`src/sv/ftc_pkg.sv`:
```
// ----------------------------------------------------------------------------
// ftc_pkg
// Types and constants shared by the FAT timestamp calendar counter.
// ----------------------------------------------------------------------------
package ftc_pkg;

  localparam int unsigned UNITS_W  = 5;
  localparam int unsigned MINUTE_W = 6;
  localparam int unsigned HOUR_W   = 5;
  localparam int unsigned DAY_W    = 5;
  localparam int unsigned MONTH_W  = 4;
  localparam int unsigned YEAR_W   = 7;
  localparam int unsigned CAL_YEAR_W = 12;
  localparam int unsigned SECOND_W = 6;

  localparam logic [CAL_YEAR_W-1:0] EPOCH_YEAR    = 12'd1980;
  localparam logic [UNITS_W-1:0]    UNITS_PER_MIN = 5'd30;
  localparam logic [MINUTE_W-1:0]   MINS_PER_HOUR = 6'd60;
  localparam logic [HOUR_W-1:0]     HOURS_PER_DAY = 5'd24;
  localparam logic [MONTH_W:0]      MONTH_LIMIT   = 5'd13;

  // request codes
  localparam logic REQ_TICK = 1'b0;
  localparam logic REQ_LOAD = 1'b1;

  // field order matches the packed FAT word, year in the top bits
  typedef struct packed {
    logic [YEAR_W-1:0]   year_offset;
    logic [MONTH_W-1:0]  month_count;
    logic [DAY_W-1:0]    day_count;
    logic [HOUR_W-1:0]   hour_count;
    logic [MINUTE_W-1:0] minute_count;
    logic [UNITS_W-1:0]  two_sec_units;
  } cal_state_t;

  typedef struct packed {
    logic                  req_type;
    logic [CAL_YEAR_W-1:0] set_year;
    logic [MONTH_W-1:0]    set_month;
    logic [DAY_W-1:0]      set_day;
    logic [HOUR_W-1:0]     set_hour;
    logic [MINUTE_W-1:0]   set_minute;
    logic [SECOND_W-1:0]   set_second;
  } cal_req_t;

endpackage

```
`src/sv/ftc_step.sv`:
```
// ----------------------------------------------------------------------------
// ftc_step
// Next calendar state for one request: load the given date and time, or
// advance by two seconds with carries through to the year.
// ----------------------------------------------------------------------------
module ftc_step (
  input  ftc_pkg::cal_state_t cur,
  input  ftc_pkg::cal_req_t   req,
  output ftc_pkg::cal_state_t nxt
);

  // year offset of 2100, the only non-leap multiple of four in range
  localparam logic [ftc_pkg::YEAR_W-1:0] OFFS_2100 = 7'd120;

  logic [ftc_pkg::UNITS_W-1:0]  units_inc;
  logic [ftc_pkg::MINUTE_W-1:0] minute_inc;
  logic [ftc_pkg::HOUR_W-1:0]   hour_inc;
  logic [ftc_pkg::DAY_W:0]      day_inc;
  logic [ftc_pkg::MONTH_W:0]    month_inc;
  logic [ftc_pkg::DAY_W-1:0]    month_len;
  logic                         leap;
  logic                         carry_min, carry_hour, carry_day, carry_month, carry_year;
  logic [ftc_pkg::CAL_YEAR_W-1:0] year_diff;
  ftc_pkg::cal_state_t          ticked;

  always_comb begin
    units_inc  = cur.two_sec_units + 1'b1;
    minute_inc = cur.minute_count + 1'b1;
    hour_inc   = cur.hour_count + 1'b1;
    day_inc    = {1'b0, cur.day_count} + 1'b1;
    month_inc  = {1'b0, cur.month_count} + 1'b1;

    leap = (cur.year_offset[1:0] == 2'b00) && (cur.year_offset != OFFS_2100);

    case (cur.month_count)
      4'd2:                      month_len = leap ? 5'd29 : 5'd28;
      4'd4, 4'd6, 4'd9, 4'd11:   month_len = 5'd30;
      default:                   month_len = 5'd31;
    endcase

    carry_min   = (units_inc == ftc_pkg::UNITS_PER_MIN);
    carry_hour  = carry_min && (minute_inc == ftc_pkg::MINS_PER_HOUR);
    carry_day   = carry_hour && (hour_inc == ftc_pkg::HOURS_PER_DAY);
    carry_month = carry_day && (day_inc > {1'b0, month_len});
    carry_year  = carry_month && (month_inc >= ftc_pkg::MONTH_LIMIT);

    ticked = cur;
    ticked.two_sec_units = carry_min ? '0 : units_inc;
    if (carry_min) begin
      ticked.minute_count = carry_hour ? '0 : minute_inc;
    end
    if (carry_hour) begin
      ticked.hour_count = carry_day ? '0 : hour_inc;
    end
    if (carry_day) begin
      ticked.day_count = carry_month ? 5'd1 : day_inc[ftc_pkg::DAY_W-1:0];
    end
    if (carry_month) begin
      ticked.month_count = carry_year ? 4'd1 : month_inc[ftc_pkg::MONTH_W-1:0];
    end
    if (carry_year) begin
      ticked.year_offset = cur.year_offset + 1'b1;
    end

    year_diff = req.set_year - ftc_pkg::EPOCH_YEAR;

    if (req.req_type == ftc_pkg::REQ_LOAD) begin
      nxt.year_offset   = year_diff[ftc_pkg::YEAR_W-1:0];
      nxt.month_count   = req.set_month;
      nxt.day_count     = req.set_day;
      nxt.hour_count    = req.set_hour;
      nxt.minute_count  = req.set_minute;
      nxt.two_sec_units = req.set_second[ftc_pkg::SECOND_W-1:1];
    end else begin
      nxt = ticked;
    end
  end

endmodule

```
`src/sv/fat_timestamp_calendar_counter.sv`:
```
// ----------------------------------------------------------------------------
// fat_timestamp_calendar_counter
// Calendar kept in the packed FAT timestamp layout, updated by load and
// two-second tick requests; each request returns the packed word.
// ----------------------------------------------------------------------------
// path: an input register, then the calendar register that also drives the
// result
// throughput: one beat per cycle while out_ready is high; the tick carry chain is combinational
// reset: synchronous active-low rst_n clears the calendar and all valid flags
module fat_timestamp_calendar_counter (
  input  logic        clk,
  input  logic        rst_n,
  input  logic        in_valid,
  output logic        in_ready,
  input  logic        in_req_type,
  input  logic [11:0] in_set_year,
  input  logic [3:0]  in_set_month,
  input  logic [4:0]  in_set_day,
  input  logic [4:0]  in_set_hour,
  input  logic [5:0]  in_set_minute,
  input  logic [5:0]  in_set_second,
  output logic        out_valid,
  input  logic        out_ready,
  output logic [31:0] out_packed_time
);

  logic                req_valid_r;
  ftc_pkg::cal_req_t   req_r;
  ftc_pkg::cal_state_t cal_r;
  ftc_pkg::cal_state_t cal_nxt;
  logic                out_valid_r;
  logic                advance;

  // the calendar register is also the result register, so it only moves
  // once the previous result beat has gone
  assign advance  = req_valid_r && (!out_valid_r || out_ready);
  assign in_ready = !req_valid_r || advance;

  always_ff @(posedge clk) begin
    if (!rst_n) begin
      req_valid_r <= 1'b0;
    end else if (in_ready) begin
      req_valid_r <= in_valid;
    end
  end

  always_ff @(posedge clk) begin
    if (in_ready && in_valid) begin
      req_r.req_type   <= in_req_type;
      req_r.set_year   <= in_set_year;
      req_r.set_month  <= in_set_month;
      req_r.set_day    <= in_set_day;
      req_r.set_hour   <= in_set_hour;
      req_r.set_minute <= in_set_minute;
      req_r.set_second <= in_set_second;
    end
  end

  ftc_step u_step (
    .cur (cal_r),
    .req (req_r),
    .nxt (cal_nxt)
  );

  always_ff @(posedge clk) begin
    if (!rst_n) begin
      cal_r       <= '0;
      out_valid_r <= 1'b0;
    end else begin
      if (advance) begin
        cal_r <= cal_nxt;
      end
      if (advance) begin
        out_valid_r <= 1'b1;
      end else if (out_ready) begin
        out_valid_r <= 1'b0;
      end
    end
  end

  assign out_valid       = out_valid_r;
  assign out_packed_time = cal_r;

endmodule

```
`config.mk`:
```
export PLATFORM = sky130hd
export DESIGN_NAME = fat_timestamp_calendar_counter
export DESIGN_NICKNAME = d
export VERILOG_FILES = /design/src/sv/ftc_pkg.sv /design/src/sv/ftc_step.sv /design/src/sv/fat_timestamp_calendar_counter.sv
export SDC_FILE = /design/constraint.sdc
export NUM_CORES = 1
export LEC_CHECK = 0
export BUFFER_PORTS_ARGS = -buffer_cell sky130_fd_sc_hd__buf_2
export CORE_MARGIN = 2
export CORE_UTILIZATION = 58
export DETAILED_ROUTE_END_ITERATION = 8
export HOLD_SLACK_MARGIN = 0.03
export PLACE_DENSITY = 0.85
export RECOVER_POWER = 25
export REMOVE_ABC_BUFFERS = 1
export SYNTH_ARGS = -nofsm -noshare
export SYNTH_HDL_FRONTEND = slang
export SYNTH_SLANG_ARGS = --single-unit
```
`constraint.sdc`:
```
create_clock -name clk -period 5 [get_ports clk]
set_clock_uncertainty 0.15 [all_clocks]
set_input_delay 0.5 -clock clk [delete_from_list [all_inputs] [get_ports clk]]
set_output_delay 0.5 -clock clk [all_outputs]
set_load 0.01 [all_outputs]
```
==> flow_summary_export.csv <==
group,metric,value,unit
synth,synth_xor_area_frac,0.0178,
synth,synth_top_family_by_area,"compound AO/OA/AOI/OAI gates",
synth,synth_fa_ha_area_frac,0.0544,
placement,hpwl,5440,um
clock_network,clk_pin_slew_worst_paths,0.07,ns
layout,regArea,1670,um2
clock_network,clock_latency,0.34,ns
sta,min_period_over_period,0.635,
synth,synthArstFlopShare,0,
worst_setup_path,worstSetupEndpointType,"flop",
layout,syn_to_final_growth,16.6,%
worst_setup_path,worstPathRequired,5.06,ns
floorplan,ioPinCount,77,
worst_setup_path,cp-start-kind,"flop",
global_route,grt_overflow,0,
clock_network,cts_hold_buffers,0,
synth,yosysTopAreaCell,"edfxtp_1",
layout,layout.nets,486,
placement,place.gp.congestion,0.904,
pwr,vdd_drop_max,0.000182,V
sta,worst_pin_slew,0.799,ns
clock_network,htree_levels,3,
sta,final-setup-viol-count,0,
detailed_routing,wl_per_cell,15.6,um
sta,slew_headroom,0.468,
layout,drive_gt1_frac,0.217,
synth,synth_top_area_share,0.287,
global_route,antenna_found_initial,0,
pwr,pwr-share-comb,0.102,
pwr,p_clk_frac,0.339,
floorplan,die_area,6590,um2
detailed_routing,drt_wl_total,7910,um
sta,drv_slew,0,
run,maxCapViolCount,0,
pwr,power.internal,844,uW
floorplan,core,5850,um2
sta,timing.setup.tns,0,ns
global_route,grt_use_met3,0.0633,
synth,syn_area_per_cell,9.64,um2
synth,synth.area.top_cells,"edfxtp_1 (29%), dfxtp_1 (20%), ha_1 (5.4%)",
worst_hold_path,holdPathStages,1,
synth,synthMuxAreaShare,0.00616,
pwr,p_leak,0.00161,uW
synth,synth-edff-count,33,
global_route,use_met1,0.319,
detailed_routing,vias,3144,
synth,syn_inst,358,
global_route,grt_pass1_wl,13000,um
global_route,grt_busiest_layer,"met2",
synth,synth-compound-area-share,0.217,
synth,synth_cell_types,63,
clock_network,cts_num_sinks,67,
worst_setup_path,worstRegToRegCells,8,
layout,fill_cells,448,
clock_network,clock_path_buffers,2,
detailed_routing,drt_iter0_markers,257,
layout,multi_input_area,1660,um2
synth,yosysWarnings,0,
synth,yosysSeqAreaShare,0.484,
floorplan,dieHeight,81.2,um
sta,holdWs,0.179,ns
global_route,grt_util_all_layers,0.259,
floorplan,initial_utilization,0.590,
global_route,grt_max_degree,34,
global_route,grt_pass1_vias,2964,
pwr,pwr-share-seq,0.559,
worst_setup_path,critical_path_class,"reg2reg",
placement,portBuffers,70,
clock_network,cts-resized-gates,0,
layout,diodes,0,
sta,hold_viol_final,0,
sta,clock.fmax,0.315,GHz
worst_setup_path,crit_fanout,13,
synth,synth-simple-area-share,0.186,
detailed_routing,dr.pass1.iters,5,
synth,synth-main-ff-cell,"dfxtp_1",
detailed_routing,drtAntennaViolNets,0,
synth,synth_common_cells,"nand2_1 (41), dfxtp_1 (34), edfxtp_1 (33)",
synth,synthMostInstantiatedCell,"nand2_1",
sta,min_period,3.17,ns
pwr,p_sw,283,uW
synth,ys_seq_elements,67,
clock_network,cts_setup_buffers,0,
outcome,outcome,"finished, final reports clean",
synth,synth_area,3450,um2
floorplan,die_x,81.2,um
detailed_routing,via_per_inst,6.19,
pwr,powerDensity,280,nW/um2
worst_hold_path,hp-class,"in2reg",
worst_setup_path,critPathArrivalTime,3.23,ns
clock_network,cts_tree,"done",
global_route,met2_usage,0.423,
floorplan,rows,28,
clock_network,cts_buffers,9,
pwr,switching_share,0.251,
clock_network,root_buffer,"clkbuf_8",
detailed_routing,drc,0,
sta,rsz0062_at_grt,"no",
## layout by cell type (no fill, tap or decap), types with 3 or more instances in the layout
cell      count
buf_2        69
nand2_1      41
dfxtp_1      34
edfxtp_1     33
nor2_1       24
nand3_1      23
a21oi_1      21
o21ai_0      19
ha_1         15
inv_1        12
clkbuf_8     10
a31oi_1       9
o22ai_1       7
nor2b_1       6
o31ai_1       6
xor2_1        5
nor3_1        5
nor4_1        5
buf_4         5
o21ai_1       4
o21a_1        4
and3_1        4
o211ai_1      4
a211oi_1      4
clkbuf_1      4
nand2b_1      3
and2_1        3
o211a_1       3
a22oi_1       3
clkinv_2      3
## critical path, cell delays in order, from the launching register on
cell and delay [ns]:
dfxtp_1 0.49, ha_1 0.32, nand2_1 0.10, or3_4 0.37, a2111oi_4 0.60, buf_4 0.32
a21oi_1 0.16, a2111oi_0 0.45, a211oi_1 0.09
## power groups by stage
stage          Combinational, uW  Clock, uW  Sequential, uW
2_1_floorplan               59.0          0             644
3_3_place_gp                 109          0             641
4_1_cts                      114        390             630
5_1_grt                      127        413             635
6_report                     114        382             631
3_5_place_dp                 113          0             642
## path summary, 6_finish.rpt
check	startpoint	to	slack [ns]
min reg2reg	out_packed_time[31]	out_packed_time[31]	0.35
max reg2reg	out_packed_time[0]	out_packed_time[26]	1.83
max	out_packed_time[0]	out_packed_time[26]	1.83
min	in_set_year[6]	req_r[32]	0.18
## metal layers
layer / part of all wire / routed length (um)
met1: 0.41 / 3250
met5: 0 / 0
met3: 0.082 / 650
met2: 0.48 / 3820
met4: 0.024 / 191
## registers in the layout, indices dropped and copies added, names as in the netlist
name and cells:
out_packed_time 32, out_valid 1, req_r 33, req_valid_r 1
## kinds of logic (layout without fill, tap and decap cells)
logic type	after synthesis	in the layout
muxes	2	2
DFF	67	67
xor gates and xnor gates	7	7
AOI/OAI and AO/OA	109	109
and+or+nand+nor	129	129
adders and majority gates	15	15
buffers and inverters	29	104
## stage by stage
step | utilization | power (uW) | worst slack (ns) | std cells | cell area [um2]
2_1_floorplan | - | 703 | 1.88 | 342 | 3380
3_3_place_gp | 0.660 | 750 | 1.99 | 492 | 3860
3_5_place_dp | 0.660 | 755 | 1.89 | 492 | 3860
4_1_cts | 0.688 | 1130 | 1.88 | 508 | 4030
5_1_grt | 0.688 | 1170 | 1.64 | 508 | 4030
6_report | 0.688 | 1130 | 1.83 | 508 | 4030
## final cells by class
cell class,instances,share of cell area
clock inverters,3,0.00373
repair buffers,75,0.0961
flip-flops and latches,67,0.415
well taps,75,0.0233
multi-input cells,262,0.412
inverters,13,0.0121
clock buffers,13,0.0370
Note: power is estimated with default switching activity, not from simulation.
